File: src/hw/rtl/jse_pkg.sv
// jse_pkg: shared types, character codes and helpers for the JSON string escaper.
// No dependencies; imported by json_string_escaper_core and tb_top.
package jse_pkg;

  localparam int MaxRes = 12;
  localparam int CntW   = $clog2(MaxRes + 1);

  typedef logic [7:0]              char_t;
  typedef logic [MaxRes-1:0][7:0]  run_t;
  typedef logic [5:0][7:0]         u16_esc_t;

  typedef enum logic [1:0] {
    ERR_NONE     = 2'd0,
    ERR_UNTERM   = 2'd1,
    ERR_OVERLONG = 2'd2,
    ERR_UNSUP    = 2'd3
  } err_t;

  typedef enum logic [1:0] {
    REG_FORCE_ASCII  = 2'd0,
    REG_ESCAPE_SLASH = 2'd1,
    REG_ESCAPE_HTML  = 2'd2
  } reg_idx_t;

  localparam char_t CH_BSLASH = 8'h5c;
  localparam char_t CH_QUOTE  = 8'h22;
  localparam char_t CH_SLASH  = 8'h2f;
  localparam char_t CH_U      = 8'h75;
  localparam char_t CH_B      = 8'h62;
  localparam char_t CH_F      = 8'h66;
  localparam char_t CH_N      = 8'h6e;
  localparam char_t CH_R      = 8'h72;
  localparam char_t CH_T      = 8'h74;
  localparam char_t CH_AMP    = 8'h26;
  localparam char_t CH_LT     = 8'h3c;
  localparam char_t CH_GT     = 8'h3e;
  localparam char_t CH_BS     = 8'h08;
  localparam char_t CH_TAB    = 8'h09;
  localparam char_t CH_LF     = 8'h0a;
  localparam char_t CH_FF     = 8'h0c;
  localparam char_t CH_CR     = 8'h0d;

  localparam logic [20:0] MinLen2   = 21'h00080;
  localparam logic [20:0] MinLen3   = 21'h00800;
  localparam logic [20:0] MinLen4   = 21'h10000;
  localparam logic [15:0] SurrHi    = 16'hd800;
  localparam logic [15:0] SurrLo    = 16'hdc00;

  function automatic char_t hex_char(input logic [3:0] n);
    hex_char = (n < 4'd10) ? (8'h30 + {4'b0, n}) : (8'h57 + {4'b0, n});
  endfunction

  // \uXXXX, element 0 goes out first
  function automatic u16_esc_t u16_esc(input logic [15:0] v);
    u16_esc_t e;
    e[0] = CH_BSLASH;
    e[1] = CH_U;
    e[2] = hex_char(v[15:12]);
    e[3] = hex_char(v[11:8]);
    e[4] = hex_char(v[7:4]);
    e[5] = hex_char(v[3:0]);
    u16_esc = e;
  endfunction

endpackage

File: src/hw/rtl/json_string_escaper_core.sv
// json_string_escaper_core: escapes string bytes into JSON string body characters.
// Depends on jse_pkg.
// A transferred byte passes the input register, then the run register, before its
// first character can transfer. Throughput: one byte per cycle while each byte
// yields at most one character and out_stall is low; a multi-character byte holds
// the run register until its last character transfers. Bytes that yield nothing never wait on it.
// Reset (rst_n low, synchronous): pipeline empty, no open sequence, default config.
module json_string_escaper_core
  import jse_pkg::*;
(
  input  logic       clk,
  input  logic       rst_n,
  input  logic       cfg_we,
  input  logic [1:0] cfg_index,
  input  logic       cfg_wdata,
  input  logic       in_valid,
  output logic       in_stall,
  input  logic [7:0] in_data_byte,
  input  logic       in_last_byte,
  output logic       out_valid,
  input  logic       out_stall,
  output logic [7:0] out_char,
  output logic       out_last_of_run,
  output logic       out_end_of_string,
  output logic [1:0] out_error_code
);

  logic force_ascii_r, escape_slash_r, escape_html_r;

  logic       a_valid_r;
  logic [7:0] a_byte_r;
  logic       a_last_r;

  logic [23:0] seq_bytes_r, seq_bytes_nxt;
  logic [2:0]  seq_len_r, seq_len_nxt;
  logic [1:0]  seq_cnt_r, seq_cnt_nxt;
  logic        drop_r, drop_nxt;

  logic            b_valid_r;
  run_t            b_chars_r;
  logic [CntW-1:0] b_cnt_r, b_idx_r;
  logic            b_last_r;
  err_t            b_err_r;

  run_t            chars;
  logic [CntW-1:0] res_cnt;
  err_t            err;
  logic [20:0]     ucs, ucs_min, ucs_off;
  logic [15:0]     hi16, lo16;
  logic            b_drain, b_free, a_go;

  always_ff @(posedge clk) begin
    if (!rst_n) begin
      force_ascii_r  <= 1'b1;
      escape_slash_r <= 1'b1;
      escape_html_r  <= 1'b0;
    end else if (cfg_we) begin
      unique case (cfg_index)
        REG_FORCE_ASCII:  force_ascii_r  <= cfg_wdata;
        REG_ESCAPE_SLASH: escape_slash_r <= cfg_wdata;
        REG_ESCAPE_HTML:  escape_html_r  <= cfg_wdata;
        default: ;
      endcase
    end
  end

  always_comb begin
    unique case (seq_len_r)
      3'd2: begin
        ucs     = {10'b0, seq_bytes_r[4:0], a_byte_r[5:0]};
        ucs_min = MinLen2;
      end
      3'd3: begin
        ucs     = {5'b0, seq_bytes_r[3:0], seq_bytes_r[13:8], a_byte_r[5:0]};
        ucs_min = MinLen3;
      end
      default: begin
        ucs     = {seq_bytes_r[2:0], seq_bytes_r[13:8], seq_bytes_r[21:16], a_byte_r[5:0]};
        ucs_min = MinLen4;
      end
    endcase
    ucs_off = ucs - MinLen4;
    hi16    = {5'b0, ucs_off[20:10]} + SurrHi;
    lo16    = {6'b0, ucs_off[9:0]} + SurrLo;
  end

  always_comb begin
    seq_bytes_nxt = seq_bytes_r;
    seq_len_nxt   = seq_len_r;
    seq_cnt_nxt   = seq_cnt_r;
    drop_nxt      = drop_r;
    chars         = '0;
    res_cnt       = '0;
    err           = ERR_NONE;
    if (drop_r) begin
      if (a_last_r) drop_nxt = 1'b0;
    end else if (seq_len_r != 3'd0) begin
      if (({1'b0, seq_cnt_r} + 3'd1) < seq_len_r) begin
        seq_bytes_nxt = seq_bytes_r | ({16'b0, a_byte_r} << {seq_cnt_r, 3'b000});
        seq_cnt_nxt   = seq_cnt_r + 2'd1;
        if (a_last_r) err = ERR_UNTERM;
      end else begin
        seq_bytes_nxt = '0;
        seq_len_nxt   = '0;
        seq_cnt_nxt   = '0;
        if (ucs < ucs_min) begin
          err = ERR_OVERLONG;
        end else if (ucs[20:16] != 5'd0) begin
          chars[5:0]  = u16_esc(hi16);
          chars[11:6] = u16_esc(lo16);
          res_cnt     = CntW'(12);
        end else begin
          chars[5:0] = u16_esc(ucs[15:0]);
          res_cnt    = CntW'(6);
        end
      end
    end else if (force_ascii_r && a_byte_r >= 8'hc0 && a_byte_r <= 8'hfd) begin
      if (a_byte_r >= 8'hf8) begin
        err = ERR_UNSUP;
      end else begin
        seq_len_nxt   = (a_byte_r >= 8'hf0) ? 3'd4 : (a_byte_r >= 8'he0) ? 3'd3 : 3'd2;
        seq_bytes_nxt = {16'b0, a_byte_r};
        seq_cnt_nxt   = 2'd1;
        if (a_last_r) err = ERR_UNTERM;
      end
    end else begin
      unique case (a_byte_r)
        CH_QUOTE, CH_BSLASH: begin
          chars[0] = CH_BSLASH;  chars[1] = a_byte_r;  res_cnt = CntW'(2);
        end
        CH_BS:  begin chars[0] = CH_BSLASH;  chars[1] = CH_B;  res_cnt = CntW'(2); end
        CH_FF:  begin chars[0] = CH_BSLASH;  chars[1] = CH_F;  res_cnt = CntW'(2); end
        CH_LF:  begin chars[0] = CH_BSLASH;  chars[1] = CH_N;  res_cnt = CntW'(2); end
        CH_CR:  begin chars[0] = CH_BSLASH;  chars[1] = CH_R;  res_cnt = CntW'(2); end
        CH_TAB: begin chars[0] = CH_BSLASH;  chars[1] = CH_T;  res_cnt = CntW'(2); end
        CH_SLASH: begin
          if (escape_slash_r) begin
            chars[0] = CH_BSLASH;  chars[1] = CH_SLASH;  res_cnt = CntW'(2);
          end else begin
            chars[0] = CH_SLASH;  res_cnt = CntW'(1);
          end
        end
        CH_AMP, CH_LT, CH_GT: begin
          if (escape_html_r) begin
            chars[5:0] = u16_esc({8'b0, a_byte_r});  res_cnt = CntW'(6);
          end else begin
            chars[0] = a_byte_r;  res_cnt = CntW'(1);
          end
        end
        default: begin
          if (a_byte_r < 8'h20) begin
            chars[5:0] = u16_esc({8'b0, a_byte_r});  res_cnt = CntW'(6);
          end else begin
            chars[0] = a_byte_r;  res_cnt = CntW'(1);
          end
        end
      endcase
    end
    if (err != ERR_NONE) begin
      seq_bytes_nxt = '0;
      seq_len_nxt   = '0;
      seq_cnt_nxt   = '0;
      drop_nxt      = !a_last_r;
      chars         = '0;
      res_cnt       = CntW'(1);
    end
  end

  assign b_drain  = b_valid_r && !out_stall && (b_idx_r == b_cnt_r - CntW'(1));
  assign b_free   = !b_valid_r || b_drain;
  assign a_go     = a_valid_r && ((res_cnt == '0) || b_free);
  assign in_stall = a_valid_r && !a_go;

  always_ff @(posedge clk) begin
    if (!rst_n) begin
      a_valid_r   <= 1'b0;
      b_valid_r   <= 1'b0;
      b_idx_r     <= '0;
      seq_bytes_r <= '0;
      seq_len_r   <= '0;
      seq_cnt_r   <= '0;
      drop_r      <= 1'b0;
    end else begin
      if (!in_stall) a_valid_r <= in_valid;
      if (a_go) begin
        seq_bytes_r <= seq_bytes_nxt;
        seq_len_r   <= seq_len_nxt;
        seq_cnt_r   <= seq_cnt_nxt;
        drop_r      <= drop_nxt;
      end
      if (a_go && res_cnt != '0) begin
        b_valid_r <= 1'b1;
        b_idx_r   <= '0;
      end else if (b_drain) begin
        b_valid_r <= 1'b0;
      end else if (b_valid_r && !out_stall) begin
        b_idx_r <= b_idx_r + CntW'(1);
      end
    end
  end

  always_ff @(posedge clk) begin
    if (in_valid && !in_stall) begin
      a_byte_r <= in_data_byte;
      a_last_r <= in_last_byte;
    end
    if (a_go && res_cnt != '0) begin
      b_chars_r <= chars;
      b_cnt_r   <= res_cnt;
      b_last_r  <= a_last_r;
      b_err_r   <= err;
    end
  end

  assign out_valid         = b_valid_r;
  assign out_char          = b_chars_r[b_idx_r];
  assign out_last_of_run   = (b_idx_r == b_cnt_r - CntW'(1));
  assign out_end_of_string = out_last_of_run && b_last_r;
  assign out_error_code    = b_err_r;

  a_err_single: assert property (@(posedge clk) disable iff (!rst_n)
    out_valid && out_error_code != ERR_NONE |-> out_last_of_run && out_char == 8'h00)
    else $error("error result is not a single zero character");

  a_idx_range: assert property (@(posedge clk) disable iff (!rst_n)
    b_valid_r |-> b_idx_r < b_cnt_r)
    else $error("run index past run length");

  a_stall_held: assert property (@(posedge clk) disable iff (!rst_n)
    in_stall |-> a_valid_r && b_valid_r && res_cnt != '0)
    else $error("input stalled without a pending run");

  a_seq_cnt: assert property (@(posedge clk) disable iff (!rst_n)
    seq_len_r != 3'd0 |-> seq_cnt_r != 2'd0 && {1'b0, seq_cnt_r} < seq_len_r && !drop_r)
    else $error("open sequence bookkeeping inconsistent");

endmodule

File: config.mk
export PLATFORM = sky130hd
export DESIGN_NAME = json_string_escaper_core
export DESIGN_NICKNAME = d
export VERILOG_FILES = /design/src/hw/rtl/jse_pkg.sv /design/src/hw/rtl/json_string_escaper_core.sv
export SDC_FILE = /design/constraint.sdc
export NUM_CORES = 1
export LEC_CHECK = 0
export BUFFER_PORTS_ARGS = -buffer_cell sky130_fd_sc_hd__buf_2
export CAP_MARGIN = 20
export CORE_MARGIN = 2
export CORE_UTILIZATION = 46
export CTS_CLUSTER_SIZE = 10
export DETAILED_ROUTE_END_ITERATION = 6
export PLACE_DENSITY_LB_ADDON = 0.25
export SYNTH_ARGS = -nofsm -noshare
export SYNTH_HDL_FRONTEND = slang
export SYNTH_SLANG_ARGS = --single-unit
File: constraint.sdc
create_clock -name clk -period 6.3 [get_ports clk]
set_clock_uncertainty 0.15 [all_clocks]
set_input_delay 0.63 -clock clk [delete_from_list [all_inputs] [get_ports clk]]
set_output_delay 0.63 -clock clk [all_outputs]
set_load 0.02 [all_outputs]
==> out/metrics.yaml, run 1 <==
run_status:
  status: "complete, no violations"
critical_path:
  cp.arrival_ns: 4.16
  reg2reg_depth: 9
  path_max_fanout: 41
  crit_path_end: "b_chars_r[89]"
  crit_required_ns: 6.15
  regToRegSetupSlack_ns: 2.00
  cp-startpoint: "seq_cnt_r[0]"
  cpMostUsedCell: "ha_1"
  crit_chain: "ha_1, ha_1, nand2_1, o21a_1, o221ai_2, and2_0, o21ai_0, nor2_4, buf_4"
  timing.rr.end: "b_chars_r[89]"
  startpoint_type: "register"
  crit_family: "simple AND/OR/NAND/NOR gates"
  r2r-start: "seq_cnt_r[0]"
  crit_path_end_kind: "register"
  crit_buf_inv: 1
  slowest_stage: "dfxtp_1"
  crit_cells: 9
  max_stage_delay_ns: 0.68
  crit_type: "reg2reg"
cells_and_area:
  final_layout_size_suffix_gt1_share_pct: 11.54
  syn2layout_area_growth_pct: 8.735
  n_antenna_cell: 0
  layout_commonest_cell: "edfxtp_1"
  fin_cells: 903
  postLayoutCoreUtil_pct: 51.22
  final_cell_mix: "edfxtp_1, nand2_1, nor2_1"
  nFillCells: 1376
  final_nets: 760
die:
  die-width_um: 126
  core_um2: 14530
  ioPinCount: 31
  rows: 44
  die_h_um: 126
  die_area_um2: 15880
  start_util_pct: 47.11
logic_synthesis:
  synth_mux_area_share_pct: 7.109
  ys_seq_area_share_pct: 44.01
  ys_seq_elements: 111
  postSynthCellCount: 706
  synthSimpleGateAreaFrac_pct: 15.10
  yosys_warnings: 0
  ys_async_sr_fraction_pct: 0
  avgSynthCellArea_um2: 9.698
  synth_ff_type: "edfxtp_1"
  synth_xor_area_share_pct: 3.070
  synth_area_um2: 6847
  yosysUniqueCellTypes: 78
  synth_top_family_by_area: "compound AO/OA/AOI/OAI gates"
  synth_compound_area_share_pct: 20.36
  synth_enable_flop_cells: 79
  syn_nets: 752
  synthAdderAreaFrac_pct: 5.300
flow_run:
  drv_cap: 0
sta:
  drv_slew: 0
  finalWorstSetupSlack_ns: 1.995
  finalHoldViolations: 0
  setup_viol: 0
  tns_ns: 0
  rsz0062_at_grt: "no"
  relSlewSlack_pct: 36.49
  fmax_ghz: 0.2323
  finalCritPeriodShare_pct: 68.33
  finalCriticalPeriod_ns: 4.305
  worstMarginPinSlew_ns: 0.9527
clock_tree:
  cts_setup_buffers: 0
  cts_tree: "built"
  cts_buffers: 9
  clkTransAtPathRegs_ns: 0.07
  clock-sinks: 111
  clock_latency_ns: 0.36
  cts_root_buf: "clkbuf_16"
  cts_resized: 0
  cts_hold_buf: 0
  h-tree-depth: 3
  clock_path_buffers: 2
global_routing:
  grt_start_max_net_pins: 42
  first_global_vias: 5366
  track_usage_pct: 24.31
  grt_pass1_wl_um: 29980
  antenna_found_initial: 0
  grt_overflow: 0
route:
  wl_um: 18970
  post_drt_wl_per_cell_um: 21.01
  drt_iter0_markers: 611
  top_layer: "met4"
  drc: 0
  m1WireLength_um: 8487
  route.vias.total: 5584
  wl_met2_um: 8759
  first_pass_iters: 6
  vias_per_cell: 6.184
  dr_wl_met3_um: 1106
  antenna_left: 0
min_path:
  min_path_type: "in2reg"
pwr:
  cellLeakagePower_uw: 0.002716
  p_per_area_nw_per_um2: 236.8
  max-vdd-ir-drop_mv: 0.1974
placed_design:
  dp_hpwl_um: 14400
  place_inst: 886
  pre_cts_ws_ns: 2.070
  gp_congestion: 0.9499
  io_buffers: 30
-- logic make-up after synthesis --
group | Yosys count
DFF | 111
xor gates and xnor gates | 24
and+or+nand+nor | 214
adders and majority gates | 29
buffers and inverters | 87
AOI/OAI and AO/OA | 203
other | 1
muxes | 37
-- synth_stat cells, drive strengths merged, types with 3 or more instances --
| library cell | n | area share, % |
|---|---|---|
| o21a | 5 | 0.55 |
| mux2 | 10 | 1.7 |
| nand2 | 65 | 3.6 |
| a31oi | 5 | 0.46 |
| a21o | 6 | 0.66 |
| a211oi | 13 | 1.4 |
| nor4 | 3 | 0.27 |
| clkbuf | 26 | 1.4 |
| nand4 | 5 | 0.46 |
| a2111o | 5 | 0.82 |
| inv | 48 | 2.6 |
| a22oi | 4 | 0.44 |
| dfxtp | 32 | 9.4 |
| nor3 | 22 | 1.7 |
| or3 | 5 | 0.46 |
| o21ai | 54 | 3.9 |
| nor2b | 11 | 1.1 |
| o41ai | 3 | 0.77 |
| ha | 29 | 5.3 |
| mux4 | 8 | 2.6 |
| a32o | 6 | 0.88 |
| buf | 11 | 0.82 |
| xnor2 | 19 | 2.4 |
| o2111ai | 7 | 1.2 |
| or4 | 3 | 0.33 |
| nand3 | 17 | 1.2 |
| nand2b | 4 | 0.37 |
| a21oi | 52 | 4.1 |
| mux2i | 19 | 2.8 |
| and2 | 5 | 0.46 |
| edfxtp | 79 | 35 |
| nor2 | 55 | 3.0 |
| and3 | 4 | 0.37 |
| o211ai | 6 | 0.66 |
| nor3b | 4 | 0.44 |
| o22ai | 11 | 1.0 |
| o32ai | 4 | 0.51 |
| xor2 | 5 | 0.64 |
| nand3b | 5 | 0.55 |
-- per-layer routing --
layer	track usage, %	vias to the layer above
met5	0	-
met4	8.791	0
met3	4.673	42
met2	38.30	227
met1	33.63	2678
li1	-	2637
-- area by class of cell --
type	count	area, µm²	area share (%)
clock inverter	7	102.6	1.378
timing repair buffer	34	187.7	2.521
sequential	111	3013	40.47
multi-input combinational	508	3498	46.99
clock buffer	9	225.2	3.025
inverter	50	187.7	2.521
tap	184	230.2	3.092
-- how the worst min path moves through the flow --
| stage | start | endpoint | slack (ns) | depth (start not counted) |
|---|---|---|---|---|
| finish | in_data_byte[0] | a_byte_r[0] | 0.29 | 1 |
| CTS | in_last_byte | a_last_r | 0.28 | 1 |
| detailed placement | seq_bytes_r[17] | seq_bytes_r[17] | 0.30 | 2 |
| global route | in_data_byte[5] | a_byte_r[5] | 0.28 | 1 |
| global placement | seq_bytes_r[17] | seq_bytes_r[17] | 0.29 | 2 |
| floorplan | seq_bytes_r[18] | seq_bytes_r[18] | 0.28 | 2 |
-- stage by stage --
stage	total power (µW)	hold slack [ns]	cell area, µm²
after floorplan	1060	0.2791	6847
after global placement	1139	0.2947	7102
after detailed placement	1142	0.2985	7102
after CTS	1765	0.2824	7430
after global routing	1826	0.2811	7445
final	1763	0.2920	7445
-- registers in the layout, indices dropped and copies added, names as in the netlist, 2 cells and up --
name            count
b_cnt_r             4
out_error_code      2
b_chars_r          63
a_byte_r            8
b_idx_r             4
seq_bytes_r        17
seq_cnt_r           2
seq_len_r           3
-- power breakdown --
part / switching [µW] / internal [µW]
Sequential: 32.2 / 829
Clock: 279 / 354
Combinational: 180 / 88.3
Power figures use the tool's default switching activity.
==> inputs of run 2 (changes only) <==
- clock period: 6.3 -> 4.1 ns (I/O delays scaled with it)
==> run 2 against run 1 <==
Non-clock buffer count is 18 higher. Sequential power rose by 53%. Utilization grew 0.65 points. Count of clock-buffer cells in the layout grew 1. Fmax up 13%. Global-route usage grew 0.30 points. Combinational power grew 64%. Die area unchanged. Critical path depth did not move. Sequential cell count unchanged. Register-to-register slack got worse by 1.7 ns. Critical endpoint is now b_chars_r[9]. Largest cell class unchanged.
==> out/metrics.yaml, run 2 (synthesis results as in run 1) <==
clock_tree:
  clkTransAtPathRegs_ns: 0.07
  cts_tree: "built"
  cts_resized: 0
  clock-sinks: 111
  cts_root_buf: "clkbuf_16"
  clock_latency_ns: 0.36
  cts_buffers: 9
  cts_hold_buf: 0
  cts_setup_buffers: 0
  clock_path_buffers: 2
  h-tree-depth: 3
sta:
  rsz0062_at_grt: "no"
  worstMarginPinSlew_ns: 0.8763
  setup_viol: 0
  relSlewSlack_pct: 40.97
  finalHoldViolations: 0
  finalCriticalPeriod_ns: 3.821
  finalWorstSetupSlack_ns: 0.2786
  tns_ns: 0
  fmax_ghz: 0.2617
  finalCritPeriodShare_pct: 93.20
  drv_slew: 0
critical_path:
  slowest_stage: "dfxtp_1"
  startpoint_type: "register"
  reg2reg_depth: 9
  r2r-start: "seq_cnt_r[0]"
  crit_type: "reg2reg"
  path_max_fanout: 17
  timing.rr.end: "b_chars_r[9]"
  crit_chain: "ha_1, ha_1, nand2_1, o21a_1, o221ai_2, and2_0, o21ai_0, nor2_4, buf_4"
  regToRegSetupSlack_ns: 0.28
  crit_buf_inv: 1
  cpMostUsedCell: "ha_1"
  crit_path_end_kind: "register"
  crit_required_ns: 4.01
  max_stage_delay_ns: 0.68
  crit_family: "simple AND/OR/NAND/NOR gates"
  cp.arrival_ns: 3.73
route:
  post_drt_wl_per_cell_um: 20.80
  first_pass_iters: 5
  wl_um: 19160
  drc: 0
  vias_per_cell: 6.164
  antenna_left: 0
  route.vias.total: 5677
  drt_iter0_markers: 568
placed_design:
  io_buffers: 30
  pre_cts_ws_ns: 0.3800
  dp_hpwl_um: 14510
  gp_congestion: 1.019
pwr:
  max-vdd-ir-drop_mv: 0.3541
  swShare_pct: 29.07
  pwr-share-clk_pct: 32.4
  p_sw_uw: 757.5
  cellLeakagePower_uw: 0.002785
  p_comb_share_pct: 16.9
  power_frac_seq_pct: 50.7
  p_int_uw: 1849
  p_per_area_nw_per_um2: 345.7
run_status:
  status: "complete, no violations"
global_routing:
  antenna_found_initial: 0
  grt_start_max_net_pins: 41
  track_usage_pct: 24.60
  first_global_vias: 5478
  grt_overflow: 0
  grt_pass1_wl_um: 30390
cells_and_area:
  regMostFlops: "b_chars_r"
  final_layout_size_suffix_gt1_share_pct: 13.70
  top_regs: "b_chars_r x63, seq_bytes_r x17, a_byte_r x8"
  syn2layout_area_growth_pct: 10.11
  multi_input_comb_area_um2: 3498
  register_area_um2: 3013
  final_cell_mix: "edfxtp_1, nand2_1, nor2_1"
  layout_commonest_cell: "edfxtp_1"
  nFillCells: 1355
  largest_register_ffs: 63
  final_nets: 778
  n_antenna_cell: 0
die:
  die_area_um2: 15880
  die_h_um: 126
  rows: 44
  start_util_pct: 47.11
  core_um2: 14530
  die-width_um: 126
  ioPinCount: 31
flow_run:
  drv_cap: 0
min_path:
  min_from: "in_data_byte[3]"
  min_path_type: "in2reg"
  worst_hold_path.endpoint: "a_byte_r[3]"
  hold_depth: 1
==> run 2: worst reg2reg max path, cell delays in order (launching register included) <==
cell      delay (ns)
dfxtp_1         0.68
ha_1            0.35
ha_1            0.28
nand2_1         0.06
o21a_1          0.20
o221ai_2        0.28
and2_0          0.43
o21ai_0         0.29
nor2_4          0.46
buf_4           0.34
==> run 2: worst max-delay path by stage <==
stage | from | endpoint | slack, ns | depth (start not counted)
3_5_place_dp | seq_cnt_r[0] | b_chars_r[15] | 0.38 | 9
3_3_place_gp | seq_cnt_r[0] | b_chars_r[11] | 0.56 | 9
5_1_grt | seq_cnt_r[0] | b_cnt_r[2] | 0.05 | 9
6_report | seq_cnt_r[0] | b_chars_r[9] | 0.28 | 9
4_1_cts | seq_cnt_r[0] | b_cnt_r[2] | 0.35 | 9
2_1_floorplan | a_byte_r[0] | b_chars_r[0] | 0.48 | 9
==> run 2: metal layers <==
| layer | global-route usage, % | routed length, µm | part of all wire (%) | vias up |
|---|---|---|---|---|
| met4 | 7.240 | 468 | 2.4 | 0 |
| met3 | 6.542 | 1529 | 8.0 | 31 |
| met5 | 0 | 0 | 0 | - |
| li1 | - | - | - | 2678 |
| met1 | 33.56 | 8269 | 43 | 2682 |
| met2 | 38.74 | 8890 | 46 | 286 |
==> run 2: stage by stage <==
stage	area [µm²]	instances	hold WS, ns	util, %	power (µW)
2_1_floorplan	6854	706	0.2791	-	1626
5_1_grt	7538	921	0.05637	51.87	2706
3_3_place_gp	7257	905	0.2976	49.93	1772
4_1_cts	7538	921	0.05702	51.87	2619
3_5_place_dp	7257	905	0.3043	49.93	1777
6_report	7538	921	0.07105	51.87	2606
==> run 2: power by group through the flow <==
| stage | combinational (µW) | sequential (µW) | clock [µW] |
|---|---|---|---|
| floorplan | 301 | 1320 | 0 |
| global placement | 427 | 1340 | 0 |
| detailed placement | 431 | 1350 | 0 |
| CTS | 433 | 1320 | 865 |
| global route | 476 | 1330 | 903 |
| finish | 440 | 1320 | 845 |
==> run 2: cell type report <==
class	instances	share of cell area, %
well taps	184	3.054
flip-flops and latches	111	39.97
inverters	50	2.490
clock buffers	10	3.037
repair buffers	52	4.349
clock inverters	6	0.6971
multi-input cells	508	46.41
